File: config.mk
export PLATFORM = sky130hd
export DESIGN_NAME = tmcs_div
export DESIGN_NICKNAME = d
export VERILOG_FILES = /design/src/sv/tmcs_pkg.sv /design/src/sv/tmcs_div.sv
export SDC_FILE = /design/constraint.sdc
export NUM_CORES = 1
export LEC_CHECK = 0
export BUFFER_PORTS_ARGS = -buffer_cell sky130_fd_sc_hd__buf_2
export CAP_MARGIN = 20
export CORE_ASPECT_RATIO = 1.2
export CORE_UTILIZATION = 56
export CTS_BUF_LIST = sky130_fd_sc_hd__clkbuf_4
export DETAILED_ROUTE_END_ITERATION = 12
export PLACE_DENSITY = 0.82
export SYNTH_ARGS = -nofsm -noshare
export SYNTH_HDL_FRONTEND = slang
export SYNTH_SLANG_ARGS = --single-unit
File: constraint.sdc
create_clock -name clk_i -period 4.1 [get_ports clk_i]
set_clock_uncertainty 0.2 [all_clocks]
set_input_delay 0.82 -clock clk_i [delete_from_list [all_inputs] [get_ports clk_i]]
set_output_delay 0.82 -clock clk_i [all_outputs]
set_load 0.005 [all_outputs]
File: src/sv/tmcs_pkg.sv
// Package for the tile map collision side block.
// Holds sizes, codes, handshake structs and the row/column limit helper.
// No dependencies.
`default_nettype none

package tmcs_pkg;

  localparam int MaxRows  = 64;
  localparam int MaxCols  = 64;
  localparam int IdxW     = 6;               // row or column index
  localparam int AddrW    = 2 * IdxW;        // flat map address {row, col}
  localparam int Depth    = MaxRows * MaxCols;
  localparam int CntW     = 7;               // row_count / col_count registers
  localparam int CoordW   = 16;              // rect_x, rect_y
  localparam int SizeW    = 13;              // rect_w, rect_h
  localparam int DvdW     = 16;              // divider dividend magnitude
  localparam int DvsW     = 13;              // divider divisor
  localparam int DivCntW  = 4;               // iteration counter, 0 .. DvdW-1
  localparam int TileW    = 17;              // signed tile coordinate
  localparam int CentreW  = 18;              // doubled centre
  localparam int VoteW    = 14;              // signed vote, up to +/- 4096
  localparam int SideW    = 3;

  // Input tdata layout, lowest bit first.
  localparam int InRowLo  = 0;
  localparam int InColLo  = InRowLo + IdxW;
  localparam int InSolid  = InColLo + IdxW;
  localparam int InXLo    = InSolid + 1;
  localparam int InYLo    = InXLo + CoordW;
  localparam int InWLo    = InYLo + CoordW;
  localparam int InHLo    = InWLo + SizeW;
  localparam int InBits   = InHLo + SizeW;
  localparam int InDataW  = ((InBits + 7) / 8) * 8;
  localparam int OutDataW = 8;

  localparam logic FuncWrite = 1'b0;
  localparam logic FuncQuery = 1'b1;

  localparam logic CfgRowCount = 1'b0;
  localparam logic CfgColCount = 1'b1;

  typedef enum logic [SideW-1:0] {
    SideNone  = 3'd0,
    SideLeft  = 3'd1,
    SideRight = 3'd2,
    SideUp    = 3'd3,
    SideDown  = 3'd4
  } side_e;

  typedef struct packed {
    logic             en;
    logic [AddrW-1:0] addr;
    logic             data;
  } map_wr_t;

  typedef struct packed {
    logic            start;
    logic [DvdW-1:0] dividend;
    logic [DvsW-1:0] divisor;
  } div_req_t;

  typedef struct packed {
    logic            done;
    logic            busy;
    logic [DvdW-1:0] quot;
    logic [DvsW-1:0] rem;
  } div_rsp_t;

  // Last usable index for a count register: zero acts as one, and a count
  // above the store size acts as the store size.
  function automatic logic [IdxW-1:0] last_index(input logic [CntW-1:0] cnt,
                                                 input int unsigned max_n);
    logic [IdxW-1:0] res;
    if (cnt == '0) begin
      res = '0;
    end else if (cnt > CntW'(max_n)) begin
      res = IdxW'(max_n - 1);
    end else begin
      res = IdxW'(cnt - 1'b1);
    end
    return res;
  endfunction

endpackage

`default_nettype wire

File: src/sv/tmcs_div.sv
// Shared restoring divider: unsigned 16-bit dividend by 13-bit divisor,
// one quotient bit per cycle. Depends on tmcs_pkg.
`default_nettype none

module tmcs_div import tmcs_pkg::*; (
  input  wire logic     clk_i,
  input  wire logic     rst_ni,
  input  wire div_req_t req_i,
  output div_rsp_t      rsp_o
);

  logic               busy_q, busy_d;
  logic               done_q, done_d;
  logic [DivCntW-1:0] cnt_q, cnt_d;
  logic [DvdW-1:0]    dvd_q, dvd_d;
  logic [DvsW-1:0]    dvs_q, dvs_d;
  logic [DvsW-1:0]    rem_q, rem_d;
  logic [DvsW:0]      rem_sh;
  logic [DvsW:0]      rem_sub;
  logic               ge;

  // The dividend register shifts out its top bit and takes the quotient bit.
  assign rem_sh  = {rem_q, dvd_q[DvdW-1]};
  assign ge      = rem_sh >= {1'b0, dvs_q};
  assign rem_sub = rem_sh - {1'b0, dvs_q};

  always_comb begin
    busy_d = busy_q;
    done_d = 1'b0;
    cnt_d  = cnt_q;
    dvd_d  = dvd_q;
    dvs_d  = dvs_q;
    rem_d  = rem_q;
    if (req_i.start) begin
      busy_d = 1'b1;
      cnt_d  = '0;
      dvd_d  = req_i.dividend;
      dvs_d  = req_i.divisor;
      rem_d  = '0;
    end else if (busy_q) begin
      dvd_d = {dvd_q[DvdW-2:0], ge};
      rem_d = ge ? rem_sub[DvsW-1:0] : rem_sh[DvsW-1:0];
      cnt_d = cnt_q + 1'b1;
      if (cnt_q == DivCntW'(DvdW - 1)) begin
        busy_d = 1'b0;
        done_d = 1'b1;
      end
    end
  end

  always_ff @(posedge clk_i or negedge rst_ni) begin
    if (!rst_ni) begin
      busy_q <= 1'b0;
      done_q <= 1'b0;
      cnt_q  <= '0;
    end else begin
      busy_q <= busy_d;
      done_q <= done_d;
      cnt_q  <= cnt_d;
    end
  end

  always_ff @(posedge clk_i) begin
    dvd_q <= dvd_d;
    dvs_q <= dvs_d;
    rem_q <= rem_d;
  end

  assign rsp_o.done = done_q;
  assign rsp_o.busy = busy_q;
  assign rsp_o.quot = dvd_q;
  assign rsp_o.rem  = rem_q;

endmodule

`default_nettype wire

==> impl_metrics.yaml, run 1 <==
outcome:
  status: "complete, no violations"
place:
  numPortBuffers: 62
  dp_hpwl_um: 4400
  routabilityCongestion: 0.875
synth:
  async_flop_share_pct: 12.5
  synth_edf_count: 29
  synth_area_um2: 2760
  synth-main-ff-cell: "edfxtp_1"
  synthMuxAreaShare_pct: 9.40
  syn-num-nets: 301
  yosysWarnings: 0
  synth_area_leaders: "edfxtp_1 32%, dfxtp_1 9.4%, ha_1 6.4%"
  synth_xor_area_share_pct: 3.18
  synth-compound-area-share_pct: 15.8
  synth_top_area_share_pct: 31.6
  synth_fa_ha_area_share_pct: 7.08
  synth_top_family_by_area: "compound AO/OA/AOI/OAI gates"
  synth_top_area_cell: "edfxtp_1"
  yosys-top-cells-count: "29 x edfxtp_1, 25 x nor2_1, 19 x inv_1, 19 x nand2_1, 15 x mux2_2"
  yosysSeqAreaShare_pct: 46.5
  synth_seq_cells: 48
  synth_cell_types: 56
  synth_simple_gate_area_share_pct: 13.0
  yosysMostFrequentCell: "edfxtp_1"
  postSynthCellCount: 254
  avgSynthCellArea_um2: 10.9
grt:
  met2_usage_pct: 42.9
  use_met1_pct: 26.9
  grt_usage_pct: 24.4
  grt_max_degree: 36
  grt_pass1_vias: 2197
  grt_first_pass_wirelength_um: 9580
  antenna_found_initial: 0
  overflow: 0
  top_usage_layer: "met2"
  met3_usage_pct: 6.18
worst_setup_path:
  slowest_delay_ps: 460
  crit_path_end_kind: "register"
  rr_startpoint: "dvd_q[15]$_DFFE_PP_"
  cp-startpoint: "dvd_q[15]$_DFFE_PP_"
  worstSetupPathType: "reg2reg"
  worstPathCellList: "inv_1 > ha_1 > inv_1 > fa_1 > a211oi_1 > or2_2 > a21oi_1 > a311oi_4 > buf_4 > nor3_1 > a2111oi_2"
  cp_data_required_time_ps: 4170
  crit_path_start_kind: "register"
  cpMaxStageDelayCell: "edfxtp_1"
  path_delay_family: "compound AO/OA/AOI/OAI gates"
  worstPathArrival_ps: 3170
  cp_max_fo: 7
  cp_num_buf_inv: 3
  path_common_cell: "inv_1"
floorplanning:
  start_util_pct: 59.1
  dieArea_um2: 5210
  dieWidth_um: 66.0
  placeableCoreArea_um2: 4660
  rows: 27
  dieHeight_um: 78.9
  io_pins: 63
sta:
  fin_tns_setup_ps: 0
  hold_viol: 0
  period_share_pct: 75.6
  worst_slew_pin_slew_ps: 708
  setup_violations: 0
  clock.fmax_mhz: 323
  grt_setup_unrepaired: "no"
  relSlewSlack_pct: 52.8
  slew_violations: 0
  min_period_ps: 3100
cts:
  cts_buffer_depth: 2
  cts_hold_buf: 0
  postCtsSetupBuffers: 0
  cts.sinks: 48
  cts_resized: 0
  cts-root-buf: "clkbuf_4"
  worst_skew_pair.late_latency_ps: 360
  cts_tree: "yes"
  cts.clk_slew.worst_paths_ps: 140
  cts_inserted_buffers: 5
  htreeDepth: 2
final_layout:
  fillerInstances: 359
  nets: 362
  diodes: 0
  post-route-util_pct: 68.3
  area_delta_synth_final_pct: 15.5
  drive_gt1_share_pct: 33.5
power_and_ir_drop:
  p_per_area_nw_per_um2: 609
  peakVddDrop_uv: 265
  p_leak_uw: 0.00147
  p_total_uw: 1940
route:
  wl_um: 5760
  drtIter0Drc: 133
  avgRoutedWirePerCell_um: 15.4
  ant_nets: 0
  via_per_inst: 5.83
  dr.pass1.iters: 4
  vias: 2181
  drc: 0
run:
  max_cap_violations: 0
hold_path:
  hp-class: "in2async"
==> cells by family after synthesis <==
logic type	after synthesis
AOI/OAI and AO/OA	54
xor gates and xnor gates	10
adders and majority gates	15
buffers and inverters	31
DFF	48
muxes	24
and+or+nand+nor	72
==> report_power, final <==
part / switching (uW) / total, uW / leakage, uW / internal (uW)
registers: 80.7 / 692 / 0.000480 / 611
logic: 522 / 955 / 0.000943 / 433
clock network: 149 / 292 / 0.0000463 / 143
total: 752 / 1940 / 0.00147 / 1190
==> flip-flops by register name (all words and copies together) (netlist names) <==
register and flops:
cnt_q 4, dvd_q 16, rem_q 13, done_q 1, dvs_q 13, busy_q 1
==> per-layer routing <==
| metal | part of all wire [%] | up-vias |
|---|---|---|
| met5 | 0 | - |
| met4 | 2.5 | 0 |
| met3 | 4.8 | 15 |
| met2 | 53 | 72 |
| met1 | 40 | 1037 |
| li1 | - | 1057 |
==> placed cells by master (no fill, tap or decap), drive strengths merged, types with 2 or more instances in the layout <==
cell type | synthesis | final
dfxtp | 13 | 13
nand3 | 7 | 7
mux2 | 15 | 15
a31oi | 2 | 2
inv | 19 | 19
edfxtp | 29 | 29
xor2 | 5 | 5
a21o | 5 | 5
a211oi | 9 | 9
ha | 14 | 14
nand2 | 20 | 20
buf | 8 | 66
dfrtp | 6 | 6
a21oi | 10 | 10
and4 | 3 | 3
nor4 | 4 | 4
nor2b | 2 | 2
nor3 | 2 | 2
xnor2 | 5 | 5
nand4b | 2 | 2
or2 | 3 | 3
mux2i | 9 | 9
nor2 | 25 | 25
clkbuf | 4 | 7
o21ai | 8 | 8
a311oi | 3 | 3
o21a | 2 | 2
o211ai | 2 | 2
o2111ai | 2 | 2
==> metrics by stage <==
| step | setup WS (ps) | hold WS, ps | cells | cell area [um^2] |
|---|---|---|---|---|
| after floorplan | 1110 | 274 | 254 | 2760 |
| after global placement | 1110 | 299 | 366 | 3100 |
| after detailed placement | 1020 | 301 | 366 | 3100 |
| after CTS | 969 | 43.4 | 374 | 3180 |
| after global routing | 778 | 30.1 | 374 | 3180 |
| final | 1000 | 53.3 | 374 | 3180 |
==> path summary, 6_finish.rpt <==
path                                          to  slack, ps  cells past startpoint
setup / recovery           rem_q[7]$_SDFFE_PP0P_       1000                     11
setup reg to reg           rem_q[7]$_SDFFE_PP0P_       1000                     11
max in group asynchronous   cnt_q[3]$_DFFE_PN0P_       3500                      1
hold / removal                  done_q$_DFF_PN0_         50                      1
min in group clk_i         rem_q[8]$_SDFFE_PP0P_        320                      2
hold reg to reg            rem_q[8]$_SDFFE_PP0P_        320                      2
==> final cells by class <==
type	count	area [um^2]	area share, %
well taps	58	72.6	2.28
repair buffers	66	340	10.7
multi-input cells	175	1340	41.9
clock buffers	7	52.6	1.65
inverters	19	71.3	2.24
flip-flops and latches	48	1280	40.3
clock inverters	1	30.0	0.943
Note: power is estimated with default switching activity, not from simulation.
==> run 2: changes to the inputs <==
- ABC_AREA: not set -> 1
- CORE_UTILIZATION: 56 -> 51
- PLACE_DENSITY: 0.82 -> 0.78
- clock period: 4.1 -> 2.78 ns (I/O delays scaled with it)
==> impl_metrics.yaml, run 2 <==
outcome:
  status: "complete, no violations"
place:
  dp_hpwl_um: 5040
  routabilityCongestion: 0.937
  numPortBuffers: 62
  placed_cell_area_um2: 3280
  dp_slack_ps: 426
synth:
  synth-main-ff-cell: "edfxtp_1"
  synth_top_area_share_pct: 29.8
  synth_area_um2: 2920
  synth_seq_cells: 48
  synth_area_leaders: "edfxtp_1 30%, nand2_1 18%, dfxtp_1 8.9%"
  avgSynthCellArea_um2: 7.72
  synth_top_area_cell: "edfxtp_1"
  yosysSeqAreaShare_pct: 43.8
  synth_cell_types: 33
  yosys-top-cells-count: "137 x nand2_1, 64 x inv_1, 29 x edfxtp_1, 25 x nand3_1, 18 x nand4_1"
  postSynthCellCount: 379
  synth_edf_count: 29
  yosysMostFrequentCell: "nand2_1"
  yosysWarnings: 0
  syn-num-nets: 426
  async_flop_share_pct: 12.5
cts:
  cts.clk_slew.worst_paths_ps: 140
  cts_inserted_buffers: 5
  cts_tree: "yes"
  cts_buffer_depth: 2
  htreeDepth: 2
  postCtsSetupBuffers: 0
  cts.sinks: 48
  worst_skew_pair.late_latency_ps: 360
  cts-root-buf: "clkbuf_4"
route:
  dr.pass1.iters: 4
  drtIter0Drc: 190
  ant_nets: 0
  drc: 0
  avgRoutedWirePerCell_um: 12.8
  wl_um: 6460
  vias: 2622
  via_per_inst: 5.18
sta:
  relSlewSlack_pct: 30.8
  setup_slack_ps: 424
  min_period_ps: 2360
  hold_viol: 0
  clock.fmax_mhz: 424
  grt_setup_unrepaired: "no"
  setup_violations: 0
  slew_violations: 0
  period_share_pct: 84.8
  worst_slew_pin_slew_ps: 1030
  fin_tns_setup_ps: 0
worst_setup_path:
  crit_path_end_kind: "register"
  crit_path_start_kind: "register"
  worstPathArrival_ps: 2300
  cp_max_fo: 15
  worstSetupPathType: "reg2reg"
  cp_data_required_time_ps: 2720
final_layout:
  fillerInstances: 480
  drive_gt1_share_pct: 22.3
  largest_register_ffs: 16
  area_delta_synth_final_pct: 14.5
  final_common_cell: "nand2_1"
  largest_register: "dvd_q"
  most-common-layout-cells: "137 x nand2_1, 64 x inv_1, 62 x buf_2"
  nets: 490
  final_area_um2: 3350
  biggestRegsByFlops: "dvd_q (16), dvs_q (13), rem_q (13)"
  diodes: 0
grt:
  grt_pass1_vias: 2469
  grt_first_pass_wirelength_um: 10800
  grt_max_degree: 22
  overflow: 0
  antenna_found_initial: 0
  grt_usage_pct: 22.8
power_and_ir_drop:
  peakVddDrop_uv: 436
  p_total_uw: 2490
  pwr-share-clk_pct: 12.9
  p_leak_uw: 0.00183
  comb_power_share_pct: 48.2
  power_frac_seq_pct: 38.8
  switchingPower_uw: 1060
  p_sw_share_pct: 42.4
  p_per_area_nw_per_um2: 744
  power.internal_uw: 1440
floorplanning:
  dieHeight_um: 84.9
  dieWidth_um: 71.1
  placeableCoreArea_um2: 5410
  dieArea_um2: 6040
  start_util_pct: 54.1
  rows: 29
  io_pins: 63
hold_path:
  hp-class: "in2reg"
run:
  max_cap_violations: 0
==> run 2: worst paths after layout <==
kind | start | to | slack [ps] | cells past startpoint
setup / recovery | dvd_q[15]$_DFFE_PP_ | dvd_q[0]$_DFFE_PP_ | 420 | 12
hold / removal | req_i[4] | dvs_q[4]$_DFFE_PP_ | 150 | 1
setup reg to reg | dvd_q[15]$_DFFE_PP_ | dvd_q[0]$_DFFE_PP_ | 420 | 12
hold reg to reg | rem_q[8]$_SDFFE_PP0P_ | rem_q[8]$_SDFFE_PP0P_ | 300 | 2
max in group asynchronous | rst_ni | cnt_q[2]$_DFFE_PN0P_ | 1900 | 2
min in group asynchronous | rst_ni | done_q$_DFF_PN0_ | 320 | 2
==> run 2: kinds of logic after synthesis <==
kind of cell | Yosys count | share of synthesized area [%]
adder cells (fa/ha/maj) | 15 | 6.68
AND/OR/NAND/NOR | 217 | 34.0
AO/OA/AOI/OAI | 13 | 2.78
XOR/XNOR | 5 | 1.50
buffers and inverters | 81 | 11.3
flip-flops | 48 | 43.8
==> run 2: layout make-up <==
cell class	instances	area (um^2)	share of cell area, %
sequential	48	1280	38.3
inverter	70	263	7.85
timing repair buffer	68	358	10.7
tap	62	77.6	2.32
clock inverter	3	17.5	0.523
multi-input combinational	250	1310	39.2
clock buffer	5	37.5	1.12
==> run 2: per-layer routing <==
layer,GRT usage (%),part of all wire [%]
met5,0,0
met4,6.73,1.1
met3,4.51,4.8
met2,42.0,52
met1,26.5,42
==> run 2: worst max-delay path, stage by stage, from the launching register on <==
cell and delay, ps:
edfxtp_1 400, inv_1 90, ha_1 140, inv_1 70, fa_1 430, nand2_1 100, nand2_1 50, nand3_1 60
nand2_1 90, nand2_2 100, nand3_4 210, nand2_1 130, nand2_1 60
==> run 2: metrics by stage <==
| stage | instances | utilization [%] | hold slack (ps) |
|---|---|---|---|
| finish | 506 | 61.9 | 155 |
| detailed placement | 497 | 60.7 | 188 |
| CTS | 506 | 61.9 | 145 |
| floorplan | 379 | - | 60.4 |
| global placement | 497 | 60.7 | 183 |
| global route | 506 | 61.9 | 135 |
==> run 2: power groups by stage <==
stage | registers (uW) | clock network [uW] | logic (uW)
final | 967 | 322 | 1200
after global routing | 983 | 350 | 1370
after CTS | 967 | 329 | 1200
after detailed placement | 982 | 0 | 1190
after global placement | 982 | 0 | 1170
after floorplan | 975 | 0 | 893
==> run 2: timing repair <==
item	4_1_cts	5_1_grt
setup endpoints to repair	0	0
hold endpoints to repair	6	0
gates resized for setup	0	0
hold buffers	1	0
==> run 3: changes to the inputs <==
- ABC_AREA: 1 -> 0
- PLACE_DENSITY: 0.78 -> 0.79
- clock period: 2.78 -> 2 ns (I/O delays scaled with it)
==> impl_metrics.yaml, run 3 (synthesis gave the netlist of run 1 again) <==
outcome:
  status: "finished with violations"
  violations: "setup timing"
sta:
  relSlewSlack_pct: 72.2
  setup_slack_ps: -606
  slew_violations: 0
  worst_slew_pin_slew_ps: 417
  period_share_pct: 130
  min_period_ps: 2610
  clock.fmax_mhz: 384
  hold_viol: 0
  grt_setup_unrepaired: "yes"
  whs_ps: 124
  setup_violations: 14
route:
  drtIter0Drc: 154
  met3_length_um: 323
  wl_met2_um: 3520
  wl_um: 6810
  m1WireLength_um: 2820
  top_layer: "met4"
  vias: 2482
  via_per_inst: 5.48
  dr.pass1.iters: 6
  avgRoutedWirePerCell_um: 15.0
  ant_nets: 0
  drc: 0
worst_setup_path:
  worstPathArrival_ps: 2660
  r2r-end: "rem_q[6]$_SDFFE_PP0P_"
  cp_max_fo: 8
  ff2ff_path_depth: 11
  crit_path_start_kind: "register"
  reg2reg_slack_ps: -610
  rr_startpoint: "dvd_q[15]$_DFFE_PP_"
  cp_data_required_time_ps: 2060
  crit_path_end_kind: "register"
  worstSetupPathType: "reg2reg"
cts:
  cts_tree: "yes"
  cts_buffer_depth: 2
  cts.clk_slew.worst_paths_ps: 150
  htreeDepth: 2
  cts-root-buf: "clkbuf_4"
  cts.sinks: 48
  worst_skew_pair.late_latency_ps: 370
  cts_inserted_buffers: 5
floorplanning:
  dieArea_um2: 5700
  io_pins: 63
  placeableCoreArea_um2: 5080
  dieWidth_um: 69.1
  start_util_pct: 54.3
  dieHeight_um: 82.5
  rows: 28
hold_path:
  hp-class: "in2reg"
  min_from: "req_i[15]"
  min_to: "dvd_q[2]$_DFFE_PP_"
  holdPathStages: 2
final_layout:
  fillerInstances: 356
  drive_gt1_share_pct: 45.5
  largest_register: "dvd_q"
  regArea_um2: 1280
  final_area_um2: 3870
  most-common-layout-cells: "64 x buf_4, 62 x buf_2, 29 x edfxtp_1"
  area_delta_synth_final_pct: 40.3
  final_common_cell: "buf_4"
  multi_input_area_um2: 1400
  nets: 439
  biggestRegsByFlops: "dvd_q (16), dvs_q (13), rem_q (13)"
  largest_register_ffs: 16
  diodes: 0
place:
  dp_slack_ps: -661
  dp_hpwl_um: 5120
  numPortBuffers: 62
  placed_cell_area_um2: 3560
  routabilityCongestion: 0.871
grt:
  grt_first_pass_wirelength_um: 11000
  grt_max_degree: 20
  grt_pass1_vias: 2407
  overflow: 0
  antenna_found_initial: 0
  grt_usage_pct: 24.8
power_and_ir_drop:
  p_leak_uw: 0.00185
  peakVddDrop_uv: 747
  p_total_uw: 4940
  p_per_area_nw_per_um2: 1280
run:
  max_cap_violations: 0
-- run 3: cell types whose count changed in the layout (fill, tap and decap cells not counted), moves of 13 or more --
cell           before  now
dlygate4sd3_1       1   14
nand4_1            18    1
inv_1              64   17
nand2_1           137   19
nand3_1            25    7
buf_4               5   64
mux2_2              0   15
-- run 3: worst max path at each step --
stage                             start  cells past startpoint               endpoint  slack [ps]
floorplan           dvd_q[15]$_DFFE_PP_                     11  rem_q[0]$_SDFFE_PP0P_        -790
global placement    dvd_q[15]$_DFFE_PP_                     11  rem_q[7]$_SDFFE_PP0P_        -540
detailed placement  dvd_q[15]$_DFFE_PP_                     11  rem_q[6]$_SDFFE_PP0P_        -660
CTS                 dvd_q[15]$_DFFE_PP_                     11  rem_q[6]$_SDFFE_PP0P_        -600
global route        dvd_q[15]$_DFFE_PP_                     11  rem_q[6]$_SDFFE_PP0P_        -760
finish              dvd_q[15]$_DFFE_PP_                     11  rem_q[6]$_SDFFE_PP0P_        -610
-- run 3: through the flow --
step / std cells / TNS [ps] / utilization, %
finish: 453 / -7620 / 76.1
global route: 453 / -9710 / 76.1
CTS: 452 / -7480 / 75.4
detailed placement: 427 / -7900 / 70.1
global placement: 427 / -6870 / 70.1
floorplan: 254 / -10000 / -
-- run 3: layer usage --
| layer | global-route usage, % | up-vias |
|---|---|---|
| met1 | 28.6 | 1163 |
| li1 | - | 1213 |
| met5 | 0 | - |
| met3 | 4.98 | 16 |
| met4 | 8.57 | 0 |
| met2 | 46.1 | 90 |
-- run 3: what timing repair did --
item / in CTS / in global routing
cloned: 0 / 0
setup buffers: 4 / 1
setup endpoints to repair: 14 / 14
hold endpoints to repair: 18 / 1
gates resized for setup: 8 / 5
hold buffers: 13 / 1
pin swaps: 12 / 7
-- run 3: worst max-delay path, stage by stage (launching register included) --
cell	delay [ps]
edfxtp_1	410
inv_1	70
ha_2	170
inv_2	40
fa_2	350
a211oi_2	230
or2_4	170
a21oi_4	60
a311oi_4	280
buf_6	210
mux2i_1	210
a211oi_1	100
-- run 3: layout make-up --
type | count | share of cell area, %
Clock inverter | 3 | 1.10
Multi-Input combinational cell | 175 | 36.1
Timing Repair Buffer | 143 | 24.9
Sequential cell | 48 | 33.1
Inverter | 19 | 1.84
Clock buffer | 5 | 0.971
Tap cell | 60 | 1.94
-- run 3: report_power, final --
group	switching (uW)	internal (uW)
combinational	1420	1580
clock	324	262
sequential	107	1250
total	1850	3090
